**src/rtl/dtq_pkg.sv**
```systemverilog
// dtq_pkg: shared constants, item structs and sequencer states for the
// deadline timer queue. No dependencies.

package dtq_pkg;

    localparam int TIMER_SLOTS = 16;
    localparam int SLOT_IDX_W  = (TIMER_SLOTS > 1) ? $clog2(TIMER_SLOTS) : 1;
    localparam int DL_W        = 48;
    localparam int TASK_W      = 16;

    localparam logic OP_SCHEDULE = 1'b0;
    localparam logic OP_CHECK    = 1'b1;

    localparam logic [1:0] KIND_SCHED  = 2'd0;
    localparam logic [1:0] KIND_EXPIRE = 2'd1;
    localparam logic [1:0] KIND_CLOSE  = 2'd2;

    localparam logic [1:0] STATUS_OK     = 2'd0;
    localparam logic [1:0] STATUS_FULL   = 2'd1;
    localparam logic [1:0] STATUS_NOFREE = 2'd2;

    typedef struct packed {
        logic              operation;
        logic [DL_W-1:0]   deadline_us;
        logic [TASK_W-1:0] task_handle;
        logic [DL_W-1:0]   now_us;
    } in_item_t;

    typedef struct packed {
        logic [1:0]        kind;
        logic [1:0]        status;
        logic [TASK_W-1:0] task_out;
        logic [DL_W-1:0]   deadline_out;
        logic              rearm;
        logic              pending;
        logic              last;
    } out_item_t;

    typedef enum logic [1:0] {
        ST_IDLE,
        ST_SCAN,
        ST_TAIL,
        ST_FINISH
    } state_t;

endpackage

```
**src/rtl/deadline_timer_queue_unit.sv**
```systemverilog
// deadline_timer_queue_unit: bounded timer table with collision bumping and
// earliest-first expiry, one slot scanned per cycle. Depends on dtq_pkg.
//
//   channel | ports                    | moves
//   --------+--------------------------+-------------------------------------
//   input   | s_valid, s_ready, s_item | schedule or check request
//   result  | m_valid, m_ready, m_item | answer, expired timer, next deadline
//
// Every pass reads the slot memory one entry per cycle.
// Schedule: one pass and one result, with no new accept until back in idle.
// Check: one pass per expired timer plus one for the closing result.
// s_ready is high only when idle; a result waiting in the output register
// stalls the sequencer only when the next result is due.
// Reset clears the valid bits and control; slot contents need no clearing.

module deadline_timer_queue_unit (
    input  logic              aclk,
    input  logic              aresetn,
    input  logic              s_valid,
    output logic              s_ready,
    input  dtq_pkg::in_item_t s_item,
    output logic              m_valid,
    input  logic              m_ready,
    output dtq_pkg::out_item_t m_item
);

    typedef struct packed {
        logic [dtq_pkg::DL_W-1:0]   dl;
        logic [dtq_pkg::TASK_W-1:0] tsk;
    } slot_entry_t;

    localparam logic [dtq_pkg::SLOT_IDX_W-1:0] LAST_IDX =
        dtq_pkg::SLOT_IDX_W'(dtq_pkg::TIMER_SLOTS - 1);

    // Lowest clear bit of the collision mask, i.e. the bump count.
    function automatic logic [dtq_pkg::SLOT_IDX_W-1:0] first_zero(
        input logic [dtq_pkg::TIMER_SLOTS-1:0] mask
    );
        logic [dtq_pkg::SLOT_IDX_W-1:0] pos;
        logic                           found;
        pos   = '0;
        found = 1'b0;
        for (int i = 0; i < dtq_pkg::TIMER_SLOTS; i++) begin
            if (!found && !mask[i]) begin
                pos   = dtq_pkg::SLOT_IDX_W'(i);
                found = 1'b1;
            end
        end
        return pos;
    endfunction

    slot_entry_t slot_mem [dtq_pkg::TIMER_SLOTS];

    dtq_pkg::state_t                  state_reg, state_next;
    logic                             op_reg, op_next;
    logic [dtq_pkg::DL_W-1:0]         req_dl_reg, req_dl_next;
    logic [dtq_pkg::TASK_W-1:0]       req_task_reg, req_task_next;
    logic [dtq_pkg::DL_W-1:0]         now_reg, now_next;
    logic [dtq_pkg::SLOT_IDX_W-1:0]   scan_idx_reg, scan_idx_next;
    logic                             data_vld_reg, data_vld_next;
    logic [dtq_pkg::SLOT_IDX_W-1:0]   rd_idx_reg, rd_idx_next;
    slot_entry_t                      rd_entry_reg;
    logic                             free_found_reg, free_found_next;
    logic [dtq_pkg::SLOT_IDX_W-1:0]   free_idx_reg, free_idx_next;
    logic                             any_reg, any_next;
    logic [dtq_pkg::DL_W-1:0]         min_dl_reg, min_dl_next;
    logic [dtq_pkg::TASK_W-1:0]       min_task_reg, min_task_next;
    logic [dtq_pkg::SLOT_IDX_W-1:0]   min_idx_reg, min_idx_next;
    logic [dtq_pkg::TIMER_SLOTS-1:0]  occ_mask_reg, occ_mask_next;
    logic [dtq_pkg::TIMER_SLOTS-1:0]  valid_reg, valid_next;
    logic                             m_valid_reg;
    dtq_pkg::out_item_t               m_item_reg;

    logic                             rd_en;
    logic                             wr_en;
    slot_entry_t                      wr_entry;
    logic                             load_out;
    logic                             out_free;
    dtq_pkg::out_item_t               out_next;
    logic [dtq_pkg::DL_W:0]           diff;
    logic [dtq_pkg::DL_W:0]           bumped;
    logic                             cur_valid;

    assign s_ready  = (state_reg == dtq_pkg::ST_IDLE);
    assign m_valid  = m_valid_reg;
    assign m_item   = m_item_reg;
    assign out_free = !m_valid_reg || m_ready;

    assign cur_valid = valid_reg[rd_idx_reg];
    assign diff   = {1'b0, rd_entry_reg.dl} - {1'b0, req_dl_reg};
    assign bumped = {1'b0, req_dl_reg} + (dtq_pkg::DL_W + 1)'(first_zero(occ_mask_reg));

    always_comb begin
        state_next      = state_reg;
        op_next         = op_reg;
        req_dl_next     = req_dl_reg;
        req_task_next   = req_task_reg;
        now_next        = now_reg;
        scan_idx_next   = scan_idx_reg;
        data_vld_next   = 1'b0;
        rd_idx_next     = rd_idx_reg;
        free_found_next = free_found_reg;
        free_idx_next   = free_idx_reg;
        any_next        = any_reg;
        min_dl_next     = min_dl_reg;
        min_task_next   = min_task_reg;
        min_idx_next    = min_idx_reg;
        occ_mask_next   = occ_mask_reg;
        valid_next      = valid_reg;
        rd_en           = 1'b0;
        wr_en           = 1'b0;
        wr_entry        = '{dl: bumped[dtq_pkg::DL_W-1:0], tsk: req_task_reg};
        load_out        = 1'b0;
        out_next        = '0;

        // Fold the entry read last cycle into the pass results.
        if (data_vld_reg) begin
            if (!cur_valid) begin
                if (!free_found_reg) begin
                    free_found_next = 1'b1;
                    free_idx_next   = rd_idx_reg;
                end
            end else begin
                if (!any_reg || rd_entry_reg.dl < min_dl_reg) begin
                    min_dl_next   = rd_entry_reg.dl;
                    min_task_next = rd_entry_reg.tsk;
                    min_idx_next  = rd_idx_reg;
                end
                any_next = 1'b1;
                if (diff < (dtq_pkg::DL_W + 1)'(dtq_pkg::TIMER_SLOTS)) begin
                    occ_mask_next[diff[dtq_pkg::SLOT_IDX_W-1:0]] = 1'b1;
                end
            end
        end

        case (state_reg)
            dtq_pkg::ST_IDLE: begin
                if (s_valid) begin
                    op_next         = s_item.operation;
                    req_dl_next     = s_item.deadline_us;
                    req_task_next   = s_item.task_handle;
                    now_next        = s_item.now_us;
                    scan_idx_next   = '0;
                    free_found_next = 1'b0;
                    any_next        = 1'b0;
                    occ_mask_next   = '0;
                    state_next      = dtq_pkg::ST_SCAN;
                end
            end
            dtq_pkg::ST_SCAN: begin
                rd_en         = 1'b1;
                rd_idx_next   = scan_idx_reg;
                data_vld_next = 1'b1;
                if (scan_idx_reg == LAST_IDX) begin
                    state_next = dtq_pkg::ST_TAIL;
                end else begin
                    scan_idx_next = scan_idx_reg + 1'b1;
                end
            end
            dtq_pkg::ST_TAIL: begin
                state_next = dtq_pkg::ST_FINISH;
            end
            dtq_pkg::ST_FINISH: begin
                if (out_free) begin
                    load_out = 1'b1;
                    if (op_reg == dtq_pkg::OP_SCHEDULE) begin
                        out_next.kind = dtq_pkg::KIND_SCHED;
                        out_next.last = 1'b1;
                        if (!free_found_reg) begin
                            out_next.status       = dtq_pkg::STATUS_FULL;
                            out_next.deadline_out = req_dl_reg;
                        end else if (bumped[dtq_pkg::DL_W]) begin
                            // bumping ran past the largest deadline: drop
                            out_next.status       = dtq_pkg::STATUS_NOFREE;
                            out_next.deadline_out = req_dl_reg;
                        end else begin
                            wr_en                     = 1'b1;
                            valid_next[free_idx_reg]  = 1'b1;
                            out_next.status           = dtq_pkg::STATUS_OK;
                            out_next.deadline_out     = bumped[dtq_pkg::DL_W-1:0];
                            out_next.rearm            = !any_reg ||
                                (bumped[dtq_pkg::DL_W-1:0] < min_dl_reg);
                        end
                        state_next = dtq_pkg::ST_IDLE;
                    end else if (any_reg && min_dl_reg <= now_reg) begin
                        // drop the earliest due timer and rescan
                        valid_next[min_idx_reg] = 1'b0;
                        out_next.kind           = dtq_pkg::KIND_EXPIRE;
                        out_next.status         = dtq_pkg::STATUS_OK;
                        out_next.task_out       = min_task_reg;
                        out_next.deadline_out   = min_dl_reg;
                        scan_idx_next           = '0;
                        free_found_next         = 1'b0;
                        any_next                = 1'b0;
                        occ_mask_next           = '0;
                        state_next              = dtq_pkg::ST_SCAN;
                    end else begin
                        out_next.kind         = dtq_pkg::KIND_CLOSE;
                        out_next.status       = dtq_pkg::STATUS_OK;
                        out_next.deadline_out = any_reg ? min_dl_reg : '0;
                        out_next.rearm        = any_reg;
                        out_next.last         = 1'b1;
                        state_next            = dtq_pkg::ST_IDLE;
                    end
                    out_next.pending = |valid_next;
                end
            end
            default: begin
                state_next = dtq_pkg::ST_IDLE;
            end
        endcase
    end

    always_ff @(posedge aclk) begin
        if (!aresetn) begin
            state_reg    <= dtq_pkg::ST_IDLE;
            data_vld_reg <= 1'b0;
            valid_reg    <= '0;
            m_valid_reg  <= 1'b0;
        end else begin
            state_reg    <= state_next;
            data_vld_reg <= data_vld_next;
            valid_reg    <= valid_next;
            if (load_out) begin
                m_valid_reg <= 1'b1;
            end else if (m_ready) begin
                m_valid_reg <= 1'b0;
            end
        end
    end

    always_ff @(posedge aclk) begin
        op_reg         <= op_next;
        req_dl_reg     <= req_dl_next;
        req_task_reg   <= req_task_next;
        now_reg        <= now_next;
        scan_idx_reg   <= scan_idx_next;
        rd_idx_reg     <= rd_idx_next;
        free_found_reg <= free_found_next;
        free_idx_reg   <= free_idx_next;
        any_reg        <= any_next;
        min_dl_reg     <= min_dl_next;
        min_task_reg   <= min_task_next;
        min_idx_reg    <= min_idx_next;
        occ_mask_reg   <= occ_mask_next;
        if (load_out) begin
            m_item_reg <= out_next;
        end
    end

    always_ff @(posedge aclk) begin
        if (wr_en) begin
            slot_mem[free_idx_reg] <= wr_entry;
        end
        if (rd_en) begin
            rd_entry_reg <= slot_mem[scan_idx_reg];
        end
    end

    a_accept_starts_scan: assert property (@(posedge aclk) disable iff (!aresetn)
        s_valid && s_ready |=> state_reg == dtq_pkg::ST_SCAN)
        else $error("accepted item did not start a scan");

    a_last_returns_idle: assert property (@(posedge aclk) disable iff (!aresetn)
        load_out && out_next.last |=> state_reg == dtq_pkg::ST_IDLE)
        else $error("sequencer busy after final result");

    a_sched_adds_one: assert property (@(posedge aclk) disable iff (!aresetn)
        load_out && out_next.kind == dtq_pkg::KIND_SCHED &&
        out_next.status == dtq_pkg::STATUS_OK
        |=> $countones(valid_reg) == $countones($past(valid_reg)) + 1)
        else $error("accepted timer did not occupy exactly one slot");

    a_expire_drops_one: assert property (@(posedge aclk) disable iff (!aresetn)
        load_out && out_next.kind == dtq_pkg::KIND_EXPIRE
        |=> $countones(valid_reg) + 1 == $countones($past(valid_reg)))
        else $error("expired timer did not free exactly one slot");

    a_read_in_pass: assert property (@(posedge aclk) disable iff (!aresetn)
        data_vld_reg |-> state_reg == dtq_pkg::ST_SCAN || state_reg == dtq_pkg::ST_TAIL)
        else $error("slot data returned outside a scan pass");

endmodule

```
**config.mk**
```make
export PLATFORM = sky130hd
export DESIGN_NAME = deadline_timer_queue_unit
export DESIGN_NICKNAME = d
export VERILOG_FILES = /design/src/rtl/dtq_pkg.sv /design/src/rtl/deadline_timer_queue_unit.sv
export SDC_FILE = /design/constraint.sdc
export NUM_CORES = 2
export LEC_CHECK = 0
export BUFFER_PORTS_ARGS = -buffer_cell sky130_fd_sc_hd__buf_4
export CORE_UTILIZATION = 50
export CTS_CLUSTER_DIAMETER = 200
export CTS_CLUSTER_SIZE = 24
export DETAILED_ROUTE_END_ITERATION = 12
export GPL_ROUTABILITY_DRIVEN = 0
export PLACE_DENSITY_LB_ADDON = 0.12
export SYNTH_ARGS = -nofsm -noshare
export SYNTH_HDL_FRONTEND = slang
export SYNTH_SLANG_ARGS = --single-unit
```
**constraint.sdc**
```tcl
create_clock -name aclk -period 7.5 [get_ports aclk]
set_input_delay 0 -clock aclk [delete_from_list [all_inputs] [get_ports aclk]]
set_output_delay 0 -clock aclk [all_outputs]
set_load 0.05 [all_outputs]
```
Yosys cells after proc, flatten, opt, wreduce, memory -nomap -nowiden
Memories as Yosys holds them, arrays and structs flattened. A register that Yosys moved wholly into a read port is not among the register bits.
Cells that the tools add are included.
{"block": "op_classes", "n_eq_ne": 10, "reduce_logical": 65, "n_mux": 104, "add_sub_neg": 3, "n_bitwise": 6, "magnitude_cmp": 11}
{"operator": "16-bit two-way mux", "n": 13}
{"operator": "48-bit two-way mux", "n": 4}
{"operator": "48-bit less-than comparator", "n": 2}
{"operator": "4-bit two-way mux", "n": 20}
{"operator": "1-bit two-way mux", "n": 51}
{"operator": "48-bit by 4-bit adder with 49-bit output", "n": 1}
{"operator": "49-bit by 5-bit less-than comparator with 1-bit output, second input constant", "n": 1}
{"operator": "49-bit two-way mux", "n": 1}
{"operator": "48-bit by 48-bit subtractor with 49-bit output", "n": 1}
{"operator": "48-bit <= comparator", "n": 1}
{"operator": "16-bit bitwise OR", "n": 2}
{"operator": "16-bit one-hot mux with 2 select lines", "n": 1}
{"operator": "1-bit logical NOT", "n": 31}
{"operator": "4-bit by 5-bit less-than comparator with 1-bit output, second input constant", "n": 4}
{"operator": "1-bit logical AND", "n": 19}
{"operator": "16-bit AND", "n": 1}
{"operator": "16-bit NOT", "n": 1}
{"operator": "16-bit OR reduction", "n": 1}
{"operator": "1-bit demux with 4-bit select", "n": 3}
{"operator": "4-bit by 1-bit greater-or-equal comparator with 1-bit output, second input constant", "n": 3}
{"operator": "2-bit two-way mux", "n": 6}
{"operator": "2-bit != test, second input constant", "n": 6}
{"operator": "4-bit one-hot mux with 3 select lines", "n": 1}
{"operator": "3-bit AND reduction", "n": 4}
{"operator": "other kinds (15)", "n": 21}
{"block": "word_totals", "ramBits": 1024, "n_memories": 1, "output_inout_bits": 73, "ff_bits": 302}
{"name": "slot_mem", "depth": 16, "width": 64, "rd": 1, "rd_ports_with_merged_regs": 1, "wr": 1, "line": "deadline_timer_queue_unit.sv:52", "rtl": "slot_entry_t slot_mem [dtq_pkg::TIMER_SLOTS];"}

Depth between registers and ports, before layout
{"block": "logic_depth", "depth_word": 53, "mapped_depth": 27, "ltp_nobuf": 27}

Least setup slack after synthesis
Ideal clock, no wire load.
{"block": "synth_path", "kind": "flip-flop to flip-flop", "start": "reg occ_mask_reg[13] in the netlist's numbering", "end": "mem slot_mem[1][0] in the netlist's numbering, enable pin", "period_less_slack_ns": 6.077, "path_stages_with_launch": 19, "slack_ns": 1.423, "n_path_buf": 2, "t_arrival_ns": 5.590, "path_cell_list": "dfxtp_1 o21ai_0 nand2_1 nand2_1 nand2_1 nand2_1 a32o_1 ha_1 inv_1 fa_1 nor2b_1 o21a_1 o2111a_1 nand4_1 o21a_1 clkbuf_1 clkbuf_1 nand4b_1 nor2_1"}
{"block": "synth_between", "elab_chain_cells": 17}
{"item": "start: declaration", "line": "deadline_timer_queue_unit.sv:69", "rtl": "logic [dtq_pkg::TIMER_SLOTS-1:0] occ_mask_reg, occ_mask_next;"}
{"item": "start signal: assignment", "line": "deadline_timer_queue_unit.sv:245", "rtl": "occ_mask_reg <= occ_mask_next;"}
{"item": "1-bit logical NOT *", "line": "deadline_timer_queue_unit.sv:44", "rtl": "if (!found && !mask[i]) begin"}
{"item": "1-bit logical AND *", "line": "deadline_timer_queue_unit.sv:44"}
{"item": "1-bit two-way mux", "line": "deadline_timer_queue_unit.sv:44"}
{"item": "1-bit logical NOT", "line": "deadline_timer_queue_unit.sv:44"}
{"item": "1-bit logical AND", "line": "deadline_timer_queue_unit.sv:44"}
{"item": "1-bit two-way mux", "line": "deadline_timer_queue_unit.sv:44"}
{"item": "1-bit logical NOT", "line": "deadline_timer_queue_unit.sv:44"}
{"item": "1-bit logical AND", "line": "deadline_timer_queue_unit.sv:44"}
{"item": "4-bit two-way mux *", "line": "deadline_timer_queue_unit.sv:44"}
{"item": "48-bit by 4-bit adder with 49-bit output *", "line": "deadline_timer_queue_unit.sv:91", "rtl": "assign bumped = {1'b0, req_dl_reg} + (dtq_pkg::DL_W + 1)'(first_zero(occ_mask_reg));"}
{"item": "1-bit two-way mux *", "line": "deadline_timer_queue_unit.sv:172", "rtl": "end else if (bumped[dtq_pkg::DL_W]) begin"}
{"item": "1-bit two-way mux *", "line": "deadline_timer_queue_unit.sv:169", "rtl": "if (!free_found_reg) begin"}
{"item": "1-bit two-way mux *", "line": "deadline_timer_queue_unit.sv:166", "rtl": "if (op_reg == dtq_pkg::OP_SCHEDULE) begin"}
{"item": "1-bit two-way mux *", "line": "deadline_timer_queue_unit.sv:164", "rtl": "if (out_free) begin"}
{"item": "1-bit two-way mux *", "line": "deadline_timer_queue_unit.sv:136", "rtl": "case (state_reg)"}
{"item": "1-bit two-way mux *", "line": "deadline_timer_queue_unit.sv:252", "rtl": "if (wr_en) begin"}
{"item": "1-bit two-way mux (implied by the code) *", "line": "deadline_timer_queue_unit.sv:253", "rtl": "slot_mem[free_idx_reg] <= wr_entry;"}
{"item": "end: declaration", "line": "deadline_timer_queue_unit.sv:52"}
Mark *: on every way between the ends. The rest lies on a longest branch, timed or not.

Final worst setup path
{"block": "layout_path", "start": "reg occ_mask_reg[0] in the netlist's numbering", "end": "reg m_item_reg, in the netlist m_item[2], data pin"}
{"block": "layout_between", "elab_chain_cells": 50}
{"item": "1-bit two-way mux or 1-bit logical AND (tied branches)", "line": "deadline_timer_queue_unit.sv:44"}
{"item": "1-bit two-way mux", "line": "deadline_timer_queue_unit.sv:44"}
{"item": "1-bit logical NOT", "line": "deadline_timer_queue_unit.sv:44"}
{"item": "1-bit logical AND", "line": "deadline_timer_queue_unit.sv:44"}
{"item": "1-bit two-way mux", "line": "deadline_timer_queue_unit.sv:44"}
{"item": "1-bit logical NOT", "line": "deadline_timer_queue_unit.sv:44"}
{"item": "1-bit logical AND", "line": "deadline_timer_queue_unit.sv:44"}
{"item": "1-bit two-way mux", "line": "deadline_timer_queue_unit.sv:44"}
{"item": "[35 not listed]"}
{"item": "4-bit two-way mux *", "line": "deadline_timer_queue_unit.sv:44"}
{"item": "48-bit by 4-bit adder with 49-bit output *", "line": "deadline_timer_queue_unit.sv:91"}
{"item": "via bumped (one bit)", "line": "deadline_timer_queue_unit.sv:81", "rtl": "logic [dtq_pkg::DL_W:0] bumped;"}
{"item": "48-bit less-than comparator *", "line": "deadline_timer_queue_unit.sv:182", "rtl": "(bumped[dtq_pkg::DL_W-1:0] < min_dl_reg);"}
{"item": "1-bit logical OR *", "line": "deadline_timer_queue_unit.sv:181", "rtl": "out_next.rearm = !any_reg ||"}
{"item": "1-bit two-way mux *", "line": "deadline_timer_queue_unit.sv:172"}
{"item": "1-bit two-way mux *", "line": "deadline_timer_queue_unit.sv:169"}
{"item": "49-bit two-way mux *", "line": "deadline_timer_queue_unit.sv:166"}
{"item": "end signal: assignment", "line": "deadline_timer_queue_unit.sv:247", "rtl": "m_item_reg <= out_next;"}
{"item": "end: declaration", "line": "deadline_timer_queue_unit.sv:72", "rtl": "dtq_pkg::out_item_t m_item_reg;"}
The timed path passes the listed nets; every way through them passes the cells marked *.
A chain may end at the register's enable or synchronous reset.

==> results_dict.tcl <==
set metrics [dict create \
    path_max_fanout 17 \
    slew_headroom_pct 11.66 \
    clockRootBuffer "clkbuf_16" \
    core_sq_um 118400 \
    drt_iter0_drc 3584 \
    syn-num-nets 3808 \
    fin_crit_sh_pct 87.65 \
    cts_max_level 3 \
    cts.sinks 1390 \
    grt_max_degree 116 \
    ios 190 \
    slowest_stage "a2111oi_0" \
    power.total_mw 22.44 \
    grt_pass1_vias 34258 \
    drt-total-wl_mm 161.0 \
    highest_layer "met4" \
    path_buf_inv 1 \
    cts_hold_buf 138 \
    initial_core_util_pct 50.61 \
    ant_nets 0 \
    power.density_nw_per_um2 334.3 \
    stdcell_count 5463 \
    synthFlopType "edfxtp_1" \
    clk_pin_slew_ns 0.10 \
    slew_viol_final 0 \
    cts_tree "built" \
    die_h_um 348.2 \
    hold_viol_final 0 \
    drive_gt1_share_pct 18.90 \
    yosys_warnings 0 \
    path_delay_family "simple AND/OR/NAND/NOR gates" \
    hpwl_mm 100.0 \
    worstSetupPathType "reg2reg" \
    ys_seq_area_share_pct 69.02 \
    antennaDiodeCount 0 \
    clk_path_buf_depth 3 \
    yosys.cell_count.top_type "edfxtp_1" \
    crit_path_frequent_cell "nand4_1" \
    worst_pin_slew_ns 1.316 \
    grt.total_usage_pct 26.57 \
    antenna_found_initial 5 \
    rrSetupSlack_ns 0.93 \
    via_per_inst 6.259 \
    met2_length_mm 77.50 \
    die_area_sq_um 121200 \
    irDropWorstVdd_mv 0.3496 \
    die_w_um 348.2 \
    num-fill-cells 9040 \
    synth_seq_cells 1390 \
    layout_min_cycle_time_ns 6.574 \
    avgSynthCellArea_sq_um 17.16 \
    largest_reg_flops 1024 \
    route.detailed.drc 0 \
    grt_overflow_total 0 \
    finClkSkew_ns 0.03471 \
    firstDrtPassIters 6 \
    num_vias 34195 \
    synthArstFlopShare_pct 0 \
    synth_top_cell_area_share_pct 67.76 \
    p_leak_nw 22.29 \
    ys_top_cells_by_count "edfxtp_1 (1352), mux4_2 (320), ha_1 (198)" \
    clock_latency_ns 0.69 \
    grt_pass1_wl_mm 232.9 \
    arrival_ns 7.08 \
    holdCritPathClass "in2reg" \
    dp_cells 5229 \
    ys_top_cells_by_area "edfxtp_1 (68%), mux4_2 (12%), ha_1 (4.1%), xnor2_1 (1.4%), dfxtp_1 (1.3%)" \
    synthCells 3491 \
    cts_setup_buffers 0 \
    multi_input_area_sq_um 17570 \
    synth_edf_count 1352 \
    wl_met1_mm 66.42 \
    critPathLaunchType "register" \
    portBuffers 189 \
    fmax_mhz 152.1 \
    status "finished, final reports clean" \
    avgRoutedWirePerCell_um 29.46 \
    synth.distinct_cells 87 \
    met3_length_mm 11.64 \
    required_ns 8.01 \
    worstPathCellList "nand4_1 -> or2_2 -> o31ai_1 -> inv_1 -> fa_1 -> nor2b_1 -> o21a_1 -> o2111a_1 -> nand4_1 -> nor2_1 -> nand3_1 -> nor2_1 -> xnor2_1 -> ha_1 -> nand4_1 -> or2_2 -> nor3_1 -> and3_1 -> a2111oi_0 -> o211ai_1 -> o32ai_1" \
    rsz0062_at_grt "false" \
    max_stage_delay_ns 0.67 \
    area_growth_pct 12.02 \
    cts-resized-gates 0 \
    area.sequential_sq_um 41360 \
    endpoint_kind "register" \
    rows 126 \
    synth_area_sq_um 59920 \
    cts_buffers 67 \
    setup_tns_ns 0 \
    setup_violations 0 \
    max-cap-violations 0 \
    synth_top_area_cell "edfxtp_1" \
    num-nets-final 4153 \
]
final cells by class:
type | instances | area share, %
clock inverters | 7 | 0.1715
repair buffers | 414 | 5.443
well taps | 1600 | 2.983
inverters | 169 | 0.9488
clock buffers | 89 | 2.653
flip-flops and latches | 1390 | 61.62
multi-input cells | 1794 | 26.18
where the power goes:
part / switching [mW] / internal (mW)
registers: 0.648 / 9.62
clock network: 2.41 / 1.71
logic: 4.79 / 3.26
cell families (layout without fill, tap and decap cells):
kind of cell / count (synthesis) / count (layout) / synth area share (%)
buffers and inverters: 307 / 679 / 1.994
multiplexers: 332 / 332 / 12.32
flip-flops: 1390 / 1390 / 69.02
AND/OR/NAND/NOR: 656 / 656 / 5.515
AO/OA/AOI/OAI: 501 / 501 / 5.415
XOR/XNOR: 105 / 105 / 1.535
adder cells (fa/ha/maj): 200 / 200 / 4.201
placed cells by master, fill, tap and decap left out, types with 9 or more instances in the layout:
master,Yosys,layout
edfxtp_1,1352,1352
mux4_2,320,320
buf_4,0,260
ha_1,198,197
nand2_1,186,186
inv_1,166,165
dlygate4sd3_1,0,138
nor2_1,150,132
a21oi_1,130,129
xnor2_1,95,88
clkbuf_16,0,68
o21ai_1,66,65
nand4_1,62,62
a21o_1,57,57
o21ai_0,52,52
nand3_1,52,52
dfxtp_1,38,38
o21a_1,37,37
and2_1,34,33
nor3_1,32,32
a211oi_1,28,28
nor2b_1,26,26
nand2b_1,22,22
clkbuf_1,99,21
nor4_1,18,18
nor2_4,0,16
buf_12,0,16
o211ai_1,15,15
and3_1,12,12
or2_2,11,11
a31oi_1,10,10
or3_1,10,10
o22ai_1,10,10
xor2_1,10,10
o31ai_1,9,9
a2111oi_0,9,9
final timing paths:
path / end / cells past startpoint / startpoint
worst max-delay path: m_item[2]$_SDFFCE_PN0P_ / 21 / occ_mask_reg[0]$_DFF_P_
worst min-delay path: now_reg[21]$_DFFE_PP_ / 2 / s_item[21]
worst max register to register: m_item[2]$_SDFFCE_PN0P_ / 21 / occ_mask_reg[0]$_DFF_P_
worst min register to register: min_task_reg[1]$_DFFE_PP_ / 0 / rd_entry_reg[1]$_DFFE_PP_
layer usage:
| metal | vias to the layer above | GRT usage [%] |
|---|---|---|
| met5 | - | 0 |
| met4 | 0 | 8.037 |
| met3 | 276 | 3.411 |
| met2 | 1590 | 43.57 |
| met1 | 17771 | 37.36 |
| li1 | 14558 | - |
stage by stage:
step	cell area (sq um)	setup slack, ns	utilization (%)	hold WS [ns]
6_report	67120	0.9264	56.69	0.03634
5_1_grt	67120	0.6237	56.69	0.003801
4_1_cts	67080	0.9714	56.66	0.0003113
3_5_place_dp	63810	1.025	53.89	0.1794
3_3_place_gp	63810	1.208	53.89	0.1781
2_1_floorplan	59920	1.423	-	0.09887
Power figures use the tool's default switching activity.
